## config.mk

```make
export PLATFORM = sky130hd
export DESIGN_NAME = fixed_block_buffer_pool_core_flat
export DESIGN_NICKNAME = d
export VERILOG_FILES = /design/src/rtl/fbbp_pkg.sv /design/src/rtl/fbbp_req_if.sv /design/src/rtl/fbbp_rsp_if.sv /design/src/rtl/fixed_block_buffer_pool_core.sv /design/src/rtl/fbbp_ctrl.sv /design/src/rtl/fbbp_dp.sv /design/src/flat_wrapper.sv
export SDC_FILE = /design/constraint.sdc
export NUM_CORES = 1
export LEC_CHECK = 0
export ABC_AREA = 0
export BUFFER_PORTS_ARGS = -buffer_cell sky130_fd_sc_hd__buf_2
export CAP_MARGIN = 15
export CORE_ASPECT_RATIO = 0.75
export CORE_MARGIN = 8
export CORE_UTILIZATION = 60
export CTS_BUF_LIST = sky130_fd_sc_hd__clkbuf_8
export CTS_CLUSTER_SIZE = 14
export DETAILED_ROUTE_END_ITERATION = 10
export PLACE_DENSITY = 0.89
export SLEW_MARGIN = 20
export SYNTH_ARGS = -nofsm -noshare
export SYNTH_HDL_FRONTEND = slang
export SYNTH_SLANG_ARGS = --single-unit
```

## constraint.sdc

```tcl
create_clock -name clock -period 4.9 [get_ports clock]
set_input_delay 0.245 -clock clock [delete_from_list [all_inputs] [get_ports clock]]
set_output_delay 0.245 -clock clock [all_outputs]
set_load 0.02 [all_outputs]
```

## src/rtl/fbbp_pkg.sv

```systemverilog
package fbbp_pkg;

   localparam int FBBP_NUM_BUFFERS = 32;
   localparam int ADDR_W           = 32;
   localparam int BYTES_W          = 16;
   localparam int ACTIVE_W         = 6;
   localparam int INDEX_W          = 5;
   localparam int CSR_AW           = 4;
   localparam int CSR_DW           = 32;

   localparam logic [BYTES_W-1:0]  BYTES_RESET  = BYTES_W'(64);
   localparam logic [ACTIVE_W-1:0] ACTIVE_RESET = ACTIVE_W'(32);

   typedef enum logic [1:0] {
      OP_ACQUIRE  = 2'd0,
      OP_RELEASE  = 2'd1,
      OP_FIND     = 2'd2,
      OP_FREE_ALL = 2'd3
   } fbbp_op_type;

   typedef enum logic [1:0] {
      CSR_BASE   = 2'd0,
      CSR_BYTES  = 2'd1,
      CSR_ACTIVE = 2'd2
   } fbbp_csr_type;

   // what goes into the result holding register
   typedef enum logic [1:0] {
      CAP_HIT,
      CAP_MISS,
      CAP_DONE
   } fbbp_cap_type;

   typedef struct packed {
      logic         load;
      logic         scan;
      logic         fill;
      logic         capture;
      fbbp_cap_type kind;
      logic         emit;
   } fbbp_cmd_type;

   typedef struct packed {
      logic hit;
      logic rd_vld;
      logic rd_last;
      logic init_last;
      logic sweep_last;
      logic count_zero;
      logic out_free;
   } fbbp_sts_type;

endpackage

```

## src/rtl/fbbp_req_if.sv

```systemverilog
interface fbbp_req_if;
   import fbbp_pkg::*;

   logic              valid;
   logic              ready;
   fbbp_op_type       opcode;
   logic [ADDR_W-1:0] address;

   modport source (output valid, output opcode, output address, input ready);
   modport sink   (input valid, input opcode, input address, output ready);
endinterface

```

## src/rtl/fbbp_rsp_if.sv

```systemverilog
interface fbbp_rsp_if;
   import fbbp_pkg::*;

   logic               valid;
   logic               ready;
   logic               status;
   logic [ADDR_W-1:0]  buffer_address;
   logic [INDEX_W-1:0] buffer_index;
   logic [BYTES_W-1:0] capacity;
   logic               in_use;

   modport source (output valid, output status, output buffer_address, output buffer_index,
                   output capacity, output in_use, input ready);
   modport sink   (input valid, input status, input buffer_address, input buffer_index,
                   input capacity, input in_use, output ready);
endinterface

```

## src/rtl/fixed_block_buffer_pool_core.sv

```systemverilog
// Fixed-size buffer allocator. A region at base_address is cut into buffers of
// buffer_bytes each; buffer i starts at base_address + i*buffer_bytes (mod 2^32).
// Request beats carry an opcode (acquire, release by address, find by address,
// free all); every request beat yields exactly one response beat. The free flags
// sit in a memory with one read and one write port that is walked one buffer per
// clock: acquire/release/find scan up to the first match (or the last usable
// buffer on a miss), free all marks the usable flags free, and a request on an
// empty pool is answered at once. The result then goes to the response register,
// and only after that is the next request taken. After reset a clearing pass
// marks all NUM_BUFFERS flags free with req ready held low; CSR writes are taken
// at any time. Config registers live at byte offsets 0x0 (base_address), 0x4
// (buffer_bytes), 0x8 (active_buffers) and must only be written while no
// request is in flight.
module fixed_block_buffer_pool_core #(
   parameter int NUM_BUFFERS = fbbp_pkg::FBBP_NUM_BUFFERS
) (
   input  logic                          clock,
   input  logic                          reset,
   fbbp_req_if.sink                      req_ch,
   fbbp_rsp_if.source                    rsp_ch,
   input  logic                          csr_psel,
   input  logic                          csr_penable,
   input  logic                          csr_pwrite,
   input  logic [fbbp_pkg::CSR_AW-1:0]   csr_paddr,
   input  logic [fbbp_pkg::CSR_DW-1:0]   csr_pwdata,
   output logic [fbbp_pkg::CSR_DW-1:0]   csr_prdata,
   output logic                          csr_pready
);
   import fbbp_pkg::*;

   // config registers
   logic [ADDR_W-1:0]   base_ff;
   logic [BYTES_W-1:0]  bytes_ff;
   logic [ACTIVE_W-1:0] active_ff;

   fbbp_csr_type csr_sel;
   logic         csr_wr;

   fbbp_cmd_type cmd;
   fbbp_sts_type sts;

   // register select ignores the byte lane bits
   assign csr_sel    = fbbp_csr_type'(csr_paddr[CSR_AW-1:2]);
   assign csr_wr     = csr_psel && csr_penable && csr_pwrite;
   assign csr_pready = 1'b1;

   always_ff @(posedge clock) begin
      if (reset) begin
         base_ff   <= '0;
         bytes_ff  <= BYTES_RESET;
         active_ff <= ACTIVE_RESET;
      end else if (csr_wr) begin
         case (csr_sel)
            CSR_BASE:   base_ff   <= csr_pwdata[ADDR_W-1:0];
            CSR_BYTES:  bytes_ff  <= csr_pwdata[BYTES_W-1:0];
            CSR_ACTIVE: active_ff <= csr_pwdata[ACTIVE_W-1:0];
            default: begin
               // unmapped offset, write dropped
            end
         endcase
      end
   end

   always_comb begin
      case (csr_sel)
         CSR_BASE:   csr_prdata = CSR_DW'(base_ff);
         CSR_BYTES:  csr_prdata = CSR_DW'(bytes_ff);
         CSR_ACTIVE: csr_prdata = CSR_DW'(active_ff);
         default:    csr_prdata = '0;
      endcase
   end

   // sequencer: clearing pass, scan, sweep, response hand-off
   fbbp_ctrl u_ctrl (
      .clock      (clock),
      .reset      (reset),
      .req_valid  (req_ch.valid),
      .req_opcode (req_ch.opcode),
      .req_ready  (req_ch.ready),
      .sts        (sts),
      .cmd        (cmd)
   );

   // flag memory, address walker, result and response registers
   fbbp_dp #(
      .NUM_BUFFERS (NUM_BUFFERS)
   ) u_dp (
      .clock              (clock),
      .reset              (reset),
      .cmd                (cmd),
      .sts                (sts),
      .req_opcode         (req_ch.opcode),
      .req_address        (req_ch.address),
      .base_address       (base_ff),
      .buffer_bytes       (bytes_ff),
      .active_buffers     (active_ff),
      .rsp_ready          (rsp_ch.ready),
      .rsp_valid          (rsp_ch.valid),
      .rsp_status         (rsp_ch.status),
      .rsp_buffer_address (rsp_ch.buffer_address),
      .rsp_buffer_index   (rsp_ch.buffer_index),
      .rsp_capacity       (rsp_ch.capacity),
      .rsp_in_use         (rsp_ch.in_use)
   );

endmodule

```

## src/rtl/fbbp_ctrl.sv

```systemverilog
module fbbp_ctrl (
   input  logic                   clock,
   input  logic                   reset,
   input  logic                   req_valid,
   input  fbbp_pkg::fbbp_op_type  req_opcode,
   output logic                   req_ready,
   input  fbbp_pkg::fbbp_sts_type sts,
   output fbbp_pkg::fbbp_cmd_type cmd
);
   import fbbp_pkg::*;

   typedef enum logic [2:0] {
      ST_INIT,
      ST_IDLE,
      ST_SCAN,
      ST_SWEEP,
      ST_EMIT
   } state_type;

   state_type state_ff;
   state_type state_in;
   logic      req_ready_ff;

   assign req_ready = req_ready_ff;

   always_comb begin
      state_in    = state_ff;
      cmd         = '0;
      cmd.kind    = CAP_DONE;
      case (state_ff)
         ST_INIT: begin
            cmd.fill = 1'b1;
            if (sts.init_last) begin
               state_in = ST_IDLE;
            end
         end
         ST_IDLE: begin
            if (req_valid && req_ready_ff) begin
               cmd.load = 1'b1;
               if (sts.count_zero) begin
                  // empty pool: free-all succeeds, the rest fail at once
                  cmd.capture = 1'b1;
                  cmd.kind    = (req_opcode == OP_FREE_ALL) ? CAP_DONE : CAP_MISS;
                  state_in    = ST_EMIT;
               end else if (req_opcode == OP_FREE_ALL) begin
                  state_in = ST_SWEEP;
               end else begin
                  state_in = ST_SCAN;
               end
            end
         end
         ST_SCAN: begin
            cmd.scan = 1'b1;
            if (sts.rd_vld) begin
               if (sts.hit) begin
                  cmd.capture = 1'b1;
                  cmd.kind    = CAP_HIT;
                  state_in    = ST_EMIT;
               end else if (sts.rd_last) begin
                  cmd.capture = 1'b1;
                  cmd.kind    = CAP_MISS;
                  state_in    = ST_EMIT;
               end
            end
         end
         ST_SWEEP: begin
            cmd.fill = 1'b1;
            if (sts.sweep_last) begin
               cmd.capture = 1'b1;
               cmd.kind    = CAP_DONE;
               state_in    = ST_EMIT;
            end
         end
         ST_EMIT: begin
            if (sts.out_free) begin
               cmd.emit = 1'b1;
               state_in = ST_IDLE;
            end
         end
         default: begin
            state_in = ST_IDLE;
         end
      endcase
   end

   always_ff @(posedge clock) begin
      if (reset) begin
         state_ff     <= ST_INIT;
         req_ready_ff <= 1'b0;
      end else begin
         state_ff     <= state_in;
         req_ready_ff <= (state_in == ST_IDLE);
      end
   end

endmodule

```

## src/rtl/fbbp_dp.sv

```systemverilog
module fbbp_dp #(
   parameter int NUM_BUFFERS = fbbp_pkg::FBBP_NUM_BUFFERS
) (
   input  logic                            clock,
   input  logic                            reset,
   input  fbbp_pkg::fbbp_cmd_type          cmd,
   output fbbp_pkg::fbbp_sts_type          sts,
   input  fbbp_pkg::fbbp_op_type           req_opcode,
   input  logic [fbbp_pkg::ADDR_W-1:0]     req_address,
   input  logic [fbbp_pkg::ADDR_W-1:0]     base_address,
   input  logic [fbbp_pkg::BYTES_W-1:0]    buffer_bytes,
   input  logic [fbbp_pkg::ACTIVE_W-1:0]   active_buffers,
   input  logic                            rsp_ready,
   output logic                            rsp_valid,
   output logic                            rsp_status,
   output logic [fbbp_pkg::ADDR_W-1:0]     rsp_buffer_address,
   output logic [fbbp_pkg::INDEX_W-1:0]    rsp_buffer_index,
   output logic [fbbp_pkg::BYTES_W-1:0]    rsp_capacity,
   output logic                            rsp_in_use
);
   import fbbp_pkg::*;

   localparam int IW = (NUM_BUFFERS > 1) ? $clog2(NUM_BUFFERS) : 1;
   localparam int CW = $clog2(NUM_BUFFERS + 1);
   localparam int MW = (CW > ACTIVE_W) ? CW : ACTIVE_W;

   // free flag per buffer, 1 = free
   logic free_mem [NUM_BUFFERS];

   logic [CW-1:0]      count;
   fbbp_op_type        op_ff;
   logic [ADDR_W-1:0]  addr_ff;
   logic [CW-1:0]      scan_idx_ff, scan_idx_in;
   logic [ADDR_W-1:0]  start_ff, start_in;
   logic [IW-1:0]      rd_idx_ff;
   logic [ADDR_W-1:0]  rd_start_ff;
   logic               rd_vld_ff, rd_vld_in;
   logic               mem_q_ff;
   logic               wr_en;
   logic [IW-1:0]      wr_idx;
   logic               wr_val;
   logic               hit;
   logic               res_status_ff;
   logic [ADDR_W-1:0]  res_addr_ff;
   logic [INDEX_W-1:0] res_index_ff;
   logic [BYTES_W-1:0] res_cap_ff;
   logic               res_use_ff;
   logic               rsp_valid_ff, rsp_valid_in;
   logic               rsp_status_ff;
   logic [ADDR_W-1:0]  rsp_addr_ff;
   logic [INDEX_W-1:0] rsp_index_ff;
   logic [BYTES_W-1:0] rsp_cap_ff;
   logic               rsp_use_ff;

   // usable buffers: zero size empties the pool, count saturates at the built size
   always_comb begin
      if (buffer_bytes == '0) begin
         count = '0;
      end else if (MW'(active_buffers) > MW'(NUM_BUFFERS)) begin
         count = CW'(NUM_BUFFERS);
      end else begin
         count = CW'(active_buffers);
      end
   end

   always_comb begin
      scan_idx_in = scan_idx_ff;
      start_in    = start_ff;
      if (cmd.load) begin
         scan_idx_in = '0;
         start_in    = base_address;
      end else if (cmd.scan || cmd.fill) begin
         scan_idx_in = scan_idx_ff + CW'(1);
         start_in    = start_ff + ADDR_W'(buffer_bytes);
      end
      rd_vld_in = cmd.scan && (scan_idx_ff < count);
   end

   assign hit = rd_vld_ff && ((op_ff == OP_ACQUIRE) ? mem_q_ff : (rd_start_ff == addr_ff));

   assign wr_en  = cmd.fill || (cmd.capture && (cmd.kind == CAP_HIT) && (op_ff != OP_FIND));
   assign wr_idx = cmd.fill ? scan_idx_ff[IW-1:0] : rd_idx_ff;
   assign wr_val = cmd.fill || (op_ff == OP_RELEASE);

   always_ff @(posedge clock) begin
      if (wr_en) begin
         free_mem[wr_idx] <= wr_val;
      end
      mem_q_ff <= free_mem[scan_idx_ff[IW-1:0]];
   end

   assign rsp_valid_in = cmd.emit ? 1'b1 : (rsp_ready ? 1'b0 : rsp_valid_ff);

   always_ff @(posedge clock) begin
      if (reset) begin
         scan_idx_ff  <= '0;
         start_ff     <= '0;
         rd_vld_ff    <= 1'b0;
         rsp_valid_ff <= 1'b0;
      end else begin
         scan_idx_ff  <= scan_idx_in;
         start_ff     <= start_in;
         rd_vld_ff    <= rd_vld_in;
         rsp_valid_ff <= rsp_valid_in;
      end
   end

   always_ff @(posedge clock) begin
      if (cmd.load) begin
         op_ff   <= req_opcode;
         addr_ff <= req_address;
      end
      if (cmd.scan) begin
         rd_idx_ff   <= scan_idx_ff[IW-1:0];
         rd_start_ff <= start_ff;
      end
      if (cmd.capture) begin
         case (cmd.kind)
            CAP_HIT: begin
               res_status_ff <= 1'b0;
               res_addr_ff   <= rd_start_ff;
               res_index_ff  <= INDEX_W'(rd_idx_ff);
               res_cap_ff    <= buffer_bytes;
               case (op_ff)
                  OP_ACQUIRE: res_use_ff <= 1'b1;
                  OP_RELEASE: res_use_ff <= 1'b0;
                  default:    res_use_ff <= !mem_q_ff;
               endcase
            end
            CAP_MISS: begin
               res_status_ff <= 1'b1;
               res_addr_ff   <= '0;
               res_index_ff  <= '0;
               res_cap_ff    <= '0;
               res_use_ff    <= 1'b0;
            end
            default: begin
               res_status_ff <= 1'b0;
               res_addr_ff   <= '0;
               res_index_ff  <= '0;
               res_cap_ff    <= '0;
               res_use_ff    <= 1'b0;
            end
         endcase
      end
      if (cmd.emit) begin
         rsp_status_ff <= res_status_ff;
         rsp_addr_ff   <= res_addr_ff;
         rsp_index_ff  <= res_index_ff;
         rsp_cap_ff    <= res_cap_ff;
         rsp_use_ff    <= res_use_ff;
      end
   end

   always_comb begin
      sts            = '0;
      sts.hit        = hit;
      sts.rd_vld     = rd_vld_ff;
      sts.rd_last    = (CW'(rd_idx_ff) + CW'(1)) == count;
      sts.init_last  = scan_idx_ff == CW'(NUM_BUFFERS - 1);
      sts.sweep_last = (scan_idx_ff + CW'(1)) == count;
      sts.count_zero = count == '0;
      sts.out_free   = !rsp_valid_ff || rsp_ready;
   end

   assign rsp_valid          = rsp_valid_ff;
   assign rsp_status         = rsp_status_ff;
   assign rsp_buffer_address = rsp_addr_ff;
   assign rsp_buffer_index   = rsp_index_ff;
   assign rsp_capacity       = rsp_cap_ff;
   assign rsp_in_use         = rsp_use_ff;

endmodule

```

## src/flat_wrapper.sv

```systemverilog
// flat-port wrapper written by rule: the top's interface ports become plain ports
module fixed_block_buffer_pool_core_flat import fbbp_pkg::*;
#(
   parameter int NUM_BUFFERS = fbbp_pkg::FBBP_NUM_BUFFERS
)
  (clock, reset, csr_psel, csr_penable, csr_pwrite, csr_paddr, csr_pwdata, csr_prdata, csr_pready, req_ch_valid, req_ch_opcode, req_ch_address, req_ch_ready, rsp_ch_valid, rsp_ch_status, rsp_ch_buffer_address, rsp_ch_buffer_index, rsp_ch_capacity, rsp_ch_in_use, rsp_ch_ready);
  fbbp_req_if req_ch_i ();
  fbbp_rsp_if rsp_ch_i ();
  input  logic clock;
  input  logic reset;
  input  logic csr_psel;
  input  logic csr_penable;
  input  logic csr_pwrite;
  input  logic [fbbp_pkg::CSR_AW-1:0] csr_paddr;
  input  logic [fbbp_pkg::CSR_DW-1:0] csr_pwdata;
  output logic [fbbp_pkg::CSR_DW-1:0] csr_prdata;
  output logic csr_pready;
  input wire logic [$bits(req_ch_i.valid)-1:0] req_ch_valid;
  input wire logic [$bits(req_ch_i.opcode)-1:0] req_ch_opcode;
  input wire logic [$bits(req_ch_i.address)-1:0] req_ch_address;
  output wire logic [$bits(req_ch_i.ready)-1:0] req_ch_ready;
  output wire logic [$bits(rsp_ch_i.valid)-1:0] rsp_ch_valid;
  output wire logic [$bits(rsp_ch_i.status)-1:0] rsp_ch_status;
  output wire logic [$bits(rsp_ch_i.buffer_address)-1:0] rsp_ch_buffer_address;
  output wire logic [$bits(rsp_ch_i.buffer_index)-1:0] rsp_ch_buffer_index;
  output wire logic [$bits(rsp_ch_i.capacity)-1:0] rsp_ch_capacity;
  output wire logic [$bits(rsp_ch_i.in_use)-1:0] rsp_ch_in_use;
  input wire logic [$bits(rsp_ch_i.ready)-1:0] rsp_ch_ready;
  assign req_ch_i.valid = req_ch_valid;
  assign req_ch_i.opcode = req_ch_opcode;
  assign req_ch_i.address = req_ch_address;
  assign req_ch_ready = req_ch_i.ready;
  assign rsp_ch_valid = rsp_ch_i.valid;
  assign rsp_ch_status = rsp_ch_i.status;
  assign rsp_ch_buffer_address = rsp_ch_i.buffer_address;
  assign rsp_ch_buffer_index = rsp_ch_i.buffer_index;
  assign rsp_ch_capacity = rsp_ch_i.capacity;
  assign rsp_ch_in_use = rsp_ch_i.in_use;
  assign rsp_ch_i.ready = rsp_ch_ready;
  fixed_block_buffer_pool_core #(.NUM_BUFFERS(NUM_BUFFERS)) u_core (.clock(clock), .reset(reset), .req_ch(req_ch_i), .rsp_ch(rsp_ch_i), .csr_psel(csr_psel), .csr_penable(csr_penable), .csr_pwrite(csr_pwrite), .csr_paddr(csr_paddr), .csr_pwdata(csr_pwdata), .csr_prdata(csr_prdata), .csr_pready(csr_pready));
endmodule
```

==> flow_metrics.py, run 1 <==
metrics = {
    "outcome": {
        "status": "complete, no violations",
    },
    "finish": {
        "fillCellCount": 1375,
        "register_area_mm2": 0.00838,
        "multi_input_area_mm2": 0.00486,
        "final_nets": 1489,
        "drive_gt1_share_pct": 19.6,
        "fin_util_pct": 73.7,
        "area_growth_syn_to_layout_pct": 20.6,
        "antennaDiodeCount": 0,
    },
    "power": {
        "power_leakage_nw": 5.86,
        "pwr-share-comb_pct": 4.3,
        "power_density_mw_per_mm2": 325,
        "p_seq_share_pct": 53.4,
        "peakVddDrop_mv": 0.199,
        "p_sw_mw": 1.17,
        "clkPwrFrac_pct": 42.3,
        "p_total_mw": 5.29,
        "p_sw_share_pct": 22.1,
        "p_int_mw": 4.12,
    },
    "min_path": {
        "hold_class": "primary input to flip-flop",
        "min_from": "rsp_ch_ready",
        "hold_end": "u_core.u_ctrl.state_ff[2]$_SDFF_PP0_",
        "hold_path_depth": 4,
    },
    "cts": {
        "clkSinkCount": 312,
        "cts_tree": "built",
        "clk_latency_ns": 0.60,
        "clk_pin_slew_ns": 0.07,
        "cts_max_path_buffers": 3,
        "cts_resized": 0,
        "numCtsBuffers": 47,
        "cts_root_buf": "clkbuf_8",
        "cts_setup_buffers": 0,
        "ctsHtreeMaxLevel": 2,
    },
    "sta": {
        "timing.final.crit_share_pct": 81.3,
        "setup-violations-final": 0,
        "relSlewSlack_pct": 28.8,
        "hold_violations": 0,
        "whs_ns": 0.125,
        "fmax_mhz": 251,
        "tns_ns": 0,
        "setup_ws_ns": 0.914,
        "rsz0062_at_grt": "no",
        "period_needed_ns": 3.99,
        "slew_viol_final": 0,
        "worst_slew_pin_slew_ns": 1.07,
        "fin_skew_ns": 0.0651,
    },
    "floorplanning": {
        "die_w_um": 189,
        "ios": 167,
        "core_mm2": 0.0221,
        "die-area_mm2": 0.0276,
        "die_height_um": 146,
        "start_util_pct": 61.1,
        "rows": 47,
    },
    "placement": {
        "hpwl_um": 23500,
        "io_buffers": 163,
        "place_congestion": 0.922,
        "dp_slack_ns": 0.981,
    },
    "yosys": {
        "synth_cell_type_count": 71,
        "ys_seq_area_share_pct": 62.1,
        "yosysMostFrequentCell": "edfxtp_1",
        "syn_nets": 1257,
        "ys_ff_latch": 312,
        "synth.cell_area_mm2": 0.0135,
        "synth_flop_cell": "edfxtp_1",
        "syn_inst": 1155,
        "synth-edff-count": 213,
        "synth.avg_cell_area_um2": 11.7,
        "synth_common_cells": "edfxtp_1 (213), nand2_1 (165), dfxtp_1 (99), nor2_1 (89), a21oi_1 (78)",
        "ys_async_sr_fraction_pct": 0,
        "yosys.area.top_type_share_pct": 47.4,
        "synth_warnings": 0,
        "synth_largest_area_cell": "edfxtp_1",
        "synth_area_leaders": "edfxtp_1 (47%), dfxtp_1 (15%), nand2_1 (4.6%)",
    },
    "setup_path": {
        "startpoint_type": "flip-flop",
        "arrival_ns": 4.22,
        "required_ns": 5.13,
        "endpoint_kind": "flip-flop",
        "crit_path_frequent_cell": "or4_4",
        "r2r_slack_ns": 0.91,
        "r2r_end": "u_core.u_dp.res_cap_ff[6]$_SDFFCE_PP0P_",
        "crit_type": "flip-flop to flip-flop",
        "max_stage_delay_ns": 0.61,
        "crit_chain": "or4_4 > o41a_1 > and2_1 > ha_1 > a221o_1 > or4_4 > nand3_2 > buf_12",
        "cp_max_fo": 34,
        "reg2regPathDepth": 8,
        "crit_slowest_cell": "or4_4",
        "reg2reg_from": "u_core.bytes_ff[10]$_SDFFE_PP0P_",
    },
    "detailed_routing": {
        "ant_nets": 0,
        "drt-total-wl_um": 35700,
        "drc": 0,
        "vias": 10259,
        "first_pass_iters": 10,
        "drt_first_iter_violations": 1261,
        "via_per_inst": 5.96,
        "wl_per_cell_um": 20.8,
    },
    "global_route": {
        "grt_pass1_wl_um": 55600,
        "grt_max_degree": 54,
        "antenna_found_initial": 1,
        "grt_overflow": 0,
        "grt_pass1_vias": 10130,
        "track_usage_pct": 25.2,
    },
    "flow_run": {
        "cap_violations": 0,
    },
}
==> power groups by stage <==
| stage | clock network [mW] | logic, mW | registers (mW) |
|---|---|---|---|
| floorplan | 0 | 0.117 | 2.87 |
| global placement | 0 | 0.174 | 2.88 |
| detailed placement | 0 | 0.179 | 2.88 |
| CTS | 2.25 | 0.224 | 2.83 |
| global route | 2.38 | 0.247 | 2.83 |
| finish | 2.24 | 0.227 | 2.83 |
==> critical path: cells and delay by family (launching register included) <==
family / cells / cell delay [ns]
adder cells (fa/ha/maj): 1 / 0.27
buffers and inverters: 1 / 0.30
flip-flops: 1 / 0.36
AO/OA/AOI/OAI: 2 / 0.88
AND/OR/NAND/NOR: 4 / 1.82
==> placed cells by master (no fill, tap or decap), types with 19 or more instances in the layout <==
cell           instances
xnor2_1               47
ha_1                  24
o21ai_0               30
mux2i_1               25
inv_1                 27
nand3_1               19
clkbuf_8              56
dfxtp_1               99
nor2_1                87
and2_1                70
dlygate4sd3_1         66
buf_2                163
a21oi_1               77
nand2_1              165
edfxtp_1             213
==> final cells by class <==
cell class	count	share of cell area, %
Sequential cell	312	51.5
Multi-Input combinational cell	767	29.9
Clock inverter	32	1.41
Timing Repair Buffer	242	9.76
Tap cell	294	2.26
Inverter	17	0.393
Clock buffer	56	4.74
==> routing by layer <==
layer,share of wire [%],vias to the layer above,track usage [%]
met5,0.034,-,0
met1,40,4866,34.0
met4,2.7,2,9.20
met2,46,622,38.9
li1,-,4682,-
met3,11,87,6.51
==> flip-flops by register name, summed over array words and instances (netlist names), 6 cells and up <==
signal	flops
u_core.base_ff	32
u_core.u_dp.addr_ff	32
u_core.u_dp.free_mem	32
u_core.u_dp.rd_start_ff	32
u_core.u_dp.res_addr_ff	32
u_core.u_dp.rsp_buffer_address	32
u_core.u_dp.start_ff	32
u_core.bytes_ff	16
u_core.u_dp.res_cap_ff	16
u_core.u_dp.rsp_capacity	16
u_core.active_ff	6
u_core.u_dp.scan_idx_ff	6
==> timing repair <==
action,in CTS,in global routing
hold endpoints to repair,88,0
hold buffers,66,0
endpoints found under the setup margin,0,0
==> cell families (layout without fill, tap and decap cells) <==
kind of cell / count (synthesis) / count (layout) / share of synthesized area [%]
adders and majority gates: 25 / 25 / 2.38
muxes: 36 / 36 / 3.61
and+or+nand+nor: 433 / 433 / 15.4
AOI/OAI and AO/OA: 212 / 212 / 10.2
xor gates and xnor gates: 60 / 60 / 4.11
DFF: 312 / 312 / 62.1
other: 1 / 1 / 0.0278
buffers and inverters: 76 / 347 / 2.14
==> metrics by stage <==
step	cells	instance area [um2]
3_5_place_dp	1566	14600
5_1_grt	1720	16300
6_report	1720	16300
4_1_cts	1720	16200
3_3_place_gp	1566	14600
2_1_floorplan	1155	13500
==> how the worst max path moves through the flow <==
| stage | start | to | slack, ns | cells after the start |
|---|---|---|---|---|
| after global placement | u_core.bytes_ff[10]$_SDFFE_PP0P_ | u_core.u_dp.res_addr_ff[15]$_SDFFCE_PP0P_ | 1.07 | 8 |
| after global routing | u_core.bytes_ff[11]$_SDFFE_PP0P_ | u_core.u_dp.res_cap_ff[5]$_SDFFCE_PP0P_ | 0.83 | 8 |
| after CTS | u_core.bytes_ff[10]$_SDFFE_PP0P_ | u_core.u_dp.res_cap_ff[10]$_SDFFCE_PP0P_ | 0.96 | 8 |
| after floorplan | u_core.bytes_ff[10]$_SDFFE_PP0P_ | u_core.u_dp.res_addr_ff[0]$_SDFFCE_PP0P_ | 0.65 | 7 |
| final | u_core.bytes_ff[10]$_SDFFE_PP0P_ | u_core.u_dp.res_cap_ff[6]$_SDFFCE_PP0P_ | 0.91 | 8 |
| after detailed placement | u_core.bytes_ff[10]$_SDFFE_PP0P_ | u_core.u_dp.res_cap_ff[10]$_SDFFCE_PP0P_ | 0.98 | 8 |
Power figures use the tool's default switching activity.
==> run 2, diff against run 1 <==
Settings changed: ABC_AREA 0 to 1.
Clock period 4.9 ns to 3.8 ns, I/O delays scaled along.
==> run 2 against run 1 <==
  * Setup slack worse by 0.063 ns
  * Clock power up 25%
  * Utilization fell by 1.3 points
  * Count of clock-buffer cells in the layout shrank 5
  * Sequential share of layout area shrank 0.74 points
  * Highest routed layer is now met4
  * Synthesized cell count grew 23%
  * Sequential power grew 29%
  * Critical path type unchanged
  * Via count grew 7.4%
==> flow_metrics.py, run 2 <==
metrics = {
    "floorplanning": {
        "core_mm2": 0.0228,
        "ios": 167,
        "start_util_pct": 60.3,
        "die_height_um": 147,
        "die-area_mm2": 0.0280,
        "die_w_um": 191,
        "rows": 48,
    },
    "cts": {
        "clk_pin_slew_ns": 0.06,
        "clk_latency_ns": 0.57,
        "cts_resized": 0,
        "cts_root_buf": "clkbuf_8",
        "clkSinkCount": 312,
        "cts_tree": "built",
        "numCtsBuffers": 47,
        "cts_setup_buffers": 0,
        "cts_max_path_buffers": 3,
        "ctsHtreeMaxLevel": 2,
    },
    "yosys": {
        "ys_ff_latch": 312,
        "syn_inst": 1426,
        "synth_common_cells": "nand2_1 (249), nor2_1 (222), edfxtp_1 (213), inv_1 (170), o21ai_0 (111)",
        "synth_cell_type_count": 47,
        "synth_largest_area_cell": "edfxtp_1",
        "syn_nets": 1528,
        "synth_area_leaders": "edfxtp_1 (47%), dfxtp_1 (14%), nand2_1 (6.8%)",
        "ys_seq_area_share_pct": 61.0,
        "synth.cell_area_mm2": 0.0137,
        "synthXorXnorAreaFrac_pct": 2.62,
        "synth-edff-count": 213,
        "yosys.area.top_type_share_pct": 46.6,
        "synth_fa_ha_area_share_pct": 2.33,
        "synth_flop_cell": "edfxtp_1",
        "ys_async_sr_fraction_pct": 0,
        "synth-simple-area-share_pct": 16.5,
        "synth.avg_cell_area_um2": 9.62,
        "synth_mux_area_share_pct": 0.164,
        "synth_warnings": 0,
        "synth_top_family_by_area": "simple AND/OR/NAND/NOR gates",
        "yosysMostFrequentCell": "nand2_1",
        "synth_compound_area_share_pct": 10.9,
    },
    "sta": {
        "tns_ns": 0,
        "setup_ws_ns": 0.851,
        "worst_slew_pin_slew_ns": 1.07,
        "slew_viol_final": 0,
        "period_needed_ns": 2.95,
        "fin_skew_ns": 0.0256,
        "fmax_mhz": 339,
        "whs_ns": 0.120,
        "rsz0062_at_grt": "no",
        "hold_violations": 0,
        "setup-violations-final": 0,
        "relSlewSlack_pct": 28.1,
        "timing.final.crit_share_pct": 77.6,
    },
    "power": {
        "power_leakage_nw": 6.54,
        "power_density_mw_per_mm2": 413,
        "peakVddDrop_mv": 0.333,
    },
    "setup_path": {
        "crit_slowest_cell": "dfxtp_1",
        "crit_type": "flip-flop to flip-flop",
        "arrival_ns": 3.14,
        "crit_chain": "ha_1 > nand3_1 > xor2_1 > xnor2_1 > nor2_1 > nand3_1 > o221ai_4 > buf_4",
        "cp_max_fo": 37,
        "r2r_slack_ns": 0.85,
        "endpoint_kind": "flip-flop",
        "startpoint_type": "flip-flop",
        "max_stage_delay_ns": 0.80,
        "required_ns": 3.99,
        "crit_path_frequent_cell": "nand3_1",
    },
    "finish": {
        "final_cells": 2009,
        "multi_input_area_mm2": 0.00451,
        "stdcell_area_mm2": 0.0165,
        "area_growth_syn_to_layout_pct": 20.2,
        "drive_gt1_share_pct": 16.1,
        "final_nets": 1772,
        "fillCellCount": 1579,
        "register_area_mm2": 0.00838,
        "antennaDiodeCount": 0,
        "most-common-layout-cells": "nand2_1 (249), nor2_1 (220), edfxtp_1 (213)",
        "final_common_cell": "nand2_1",
    },
    "global_route": {
        "track_usage_pct": 25.4,
        "antenna_found_initial": 0,
        "grt_pass1_wl_um": 57100,
        "grt_max_degree": 61,
        "grt_pass1_vias": 10834,
        "grt_overflow": 0,
    },
    "placement": {
        "io_buffers": 163,
        "place_congestion": 0.936,
        "dp.cells": 1854,
        "hpwl_um": 24300,
        "dp_slack_ns": 0.925,
        "placed_area_mm2": 0.0148,
    },
    "min_path": {
        "hold_class": "primary input to flip-flop",
    },
    "flow_run": {
        "cap_violations": 0,
    },
    "detailed_routing": {
        "ant_nets": 0,
        "drc": 0,
        "via_per_inst": 5.48,
        "drt-total-wl_um": 35900,
        "wl_per_cell_um": 17.8,
        "first_pass_iters": 7,
        "vias": 11014,
        "drt_first_iter_violations": 983,
    },
    "outcome": {
        "status": "complete, no violations",
    },
}
run 2: changes by cell type after synthesis, moves of 14 or more:
cell      change
and2_1       -69
clkbuf_1     -25
buf_2        +17
o21ai_0      +80
o22ai_1      +15
inv_1       +153
mux2i_1      -25
nor2_1      +133
a22oi_1      -14
xnor2_1      -22
nand2_1      +84
run 2: metrics by stage:
stage | util (%) | power, mW
finish | 72.5 | 6.81
global route | 72.5 | 7.04
CTS | 72.4 | 6.84
detailed placement | 65.2 | 4.01
global placement | 65.2 | 4.00
floorplan | - | 3.90
run 2: power breakdown:
part / switching (mW) / internal (mW)
Sequential: 0.0356 / 3.62
Combinational: 0.201 / 0.151
Clock: 1.28 / 1.52
Total: 1.52 / 5.29
run 2: cells by family (layout without fill, tap and decap cells):
family                   count (synthesis)  count (layout)
other                                    1               1
adder cells (fa/ha/maj)                 25              25
AO/OA/AOI/OAI                          270             270
XOR/XNOR                                41              41
multiplexers                             1               1
flip-flops                             312             312
AND/OR/NAND/NOR                        550             550
buffers and inverters                  226             509
run 2: what timing repair did:
action | 4_1_cts | 5_1_grt
hold endpoints to repair | 89 | 0
endpoints found under the setup margin | 0 | 0
hold buffers | 67 | 0
run 2: worst paths after layout:
path / startpoint / end / cells after the start
worst max register to register: u_core.u_dp.scan_idx_ff[0]$_SDFFE_PP0P_ / u_core.u_dp.res_addr_ff[29]$_SDFFCE_PP0P_ / 8
worst min register to register: u_core.u_dp.res_cap_ff[13]$_SDFFCE_PP0P_ / u_core.u_dp.rsp_capacity[13]$_DFFE_PP_ / 0
worst max-delay path: u_core.u_dp.scan_idx_ff[0]$_SDFFE_PP0P_ / u_core.u_dp.res_addr_ff[29]$_SDFFCE_PP0P_ / 8
worst min-delay path: csr_penable / u_core.active_ff[5]$_SDFFE_PP1P_ / 5
run 2: layout make-up:
cell class                      instances  share of cell area [%]
Tap cell                              300                    2.28
Clock buffer                           51                    4.26
Sequential cell                       312                    50.8
Clock inverter                         37                    1.61
Timing Repair Buffer                  245                    9.70
Multi-Input combinational cell        888                    27.4
Inverter                              176                    4.01
run 2: layer usage:
metal,track usage (%),vias to the layer above,part of all wire [%]
li1,-,5259,-
met1,34.0,5161,42
met2,40.7,503,46
met3,5.71,91,9.1
met4,8.24,0,2.6
met5,0,-,0
run 2: worst max-delay path: cells and delay by family (launching register included):
kind,cells,cell delay [ns]
flops,1,0.80
buf+inv,1,0.46
simple gates,3,0.44
xor+xnor,2,0.34
fa+ha+maj,1,0.30
compound gates,1,0.20
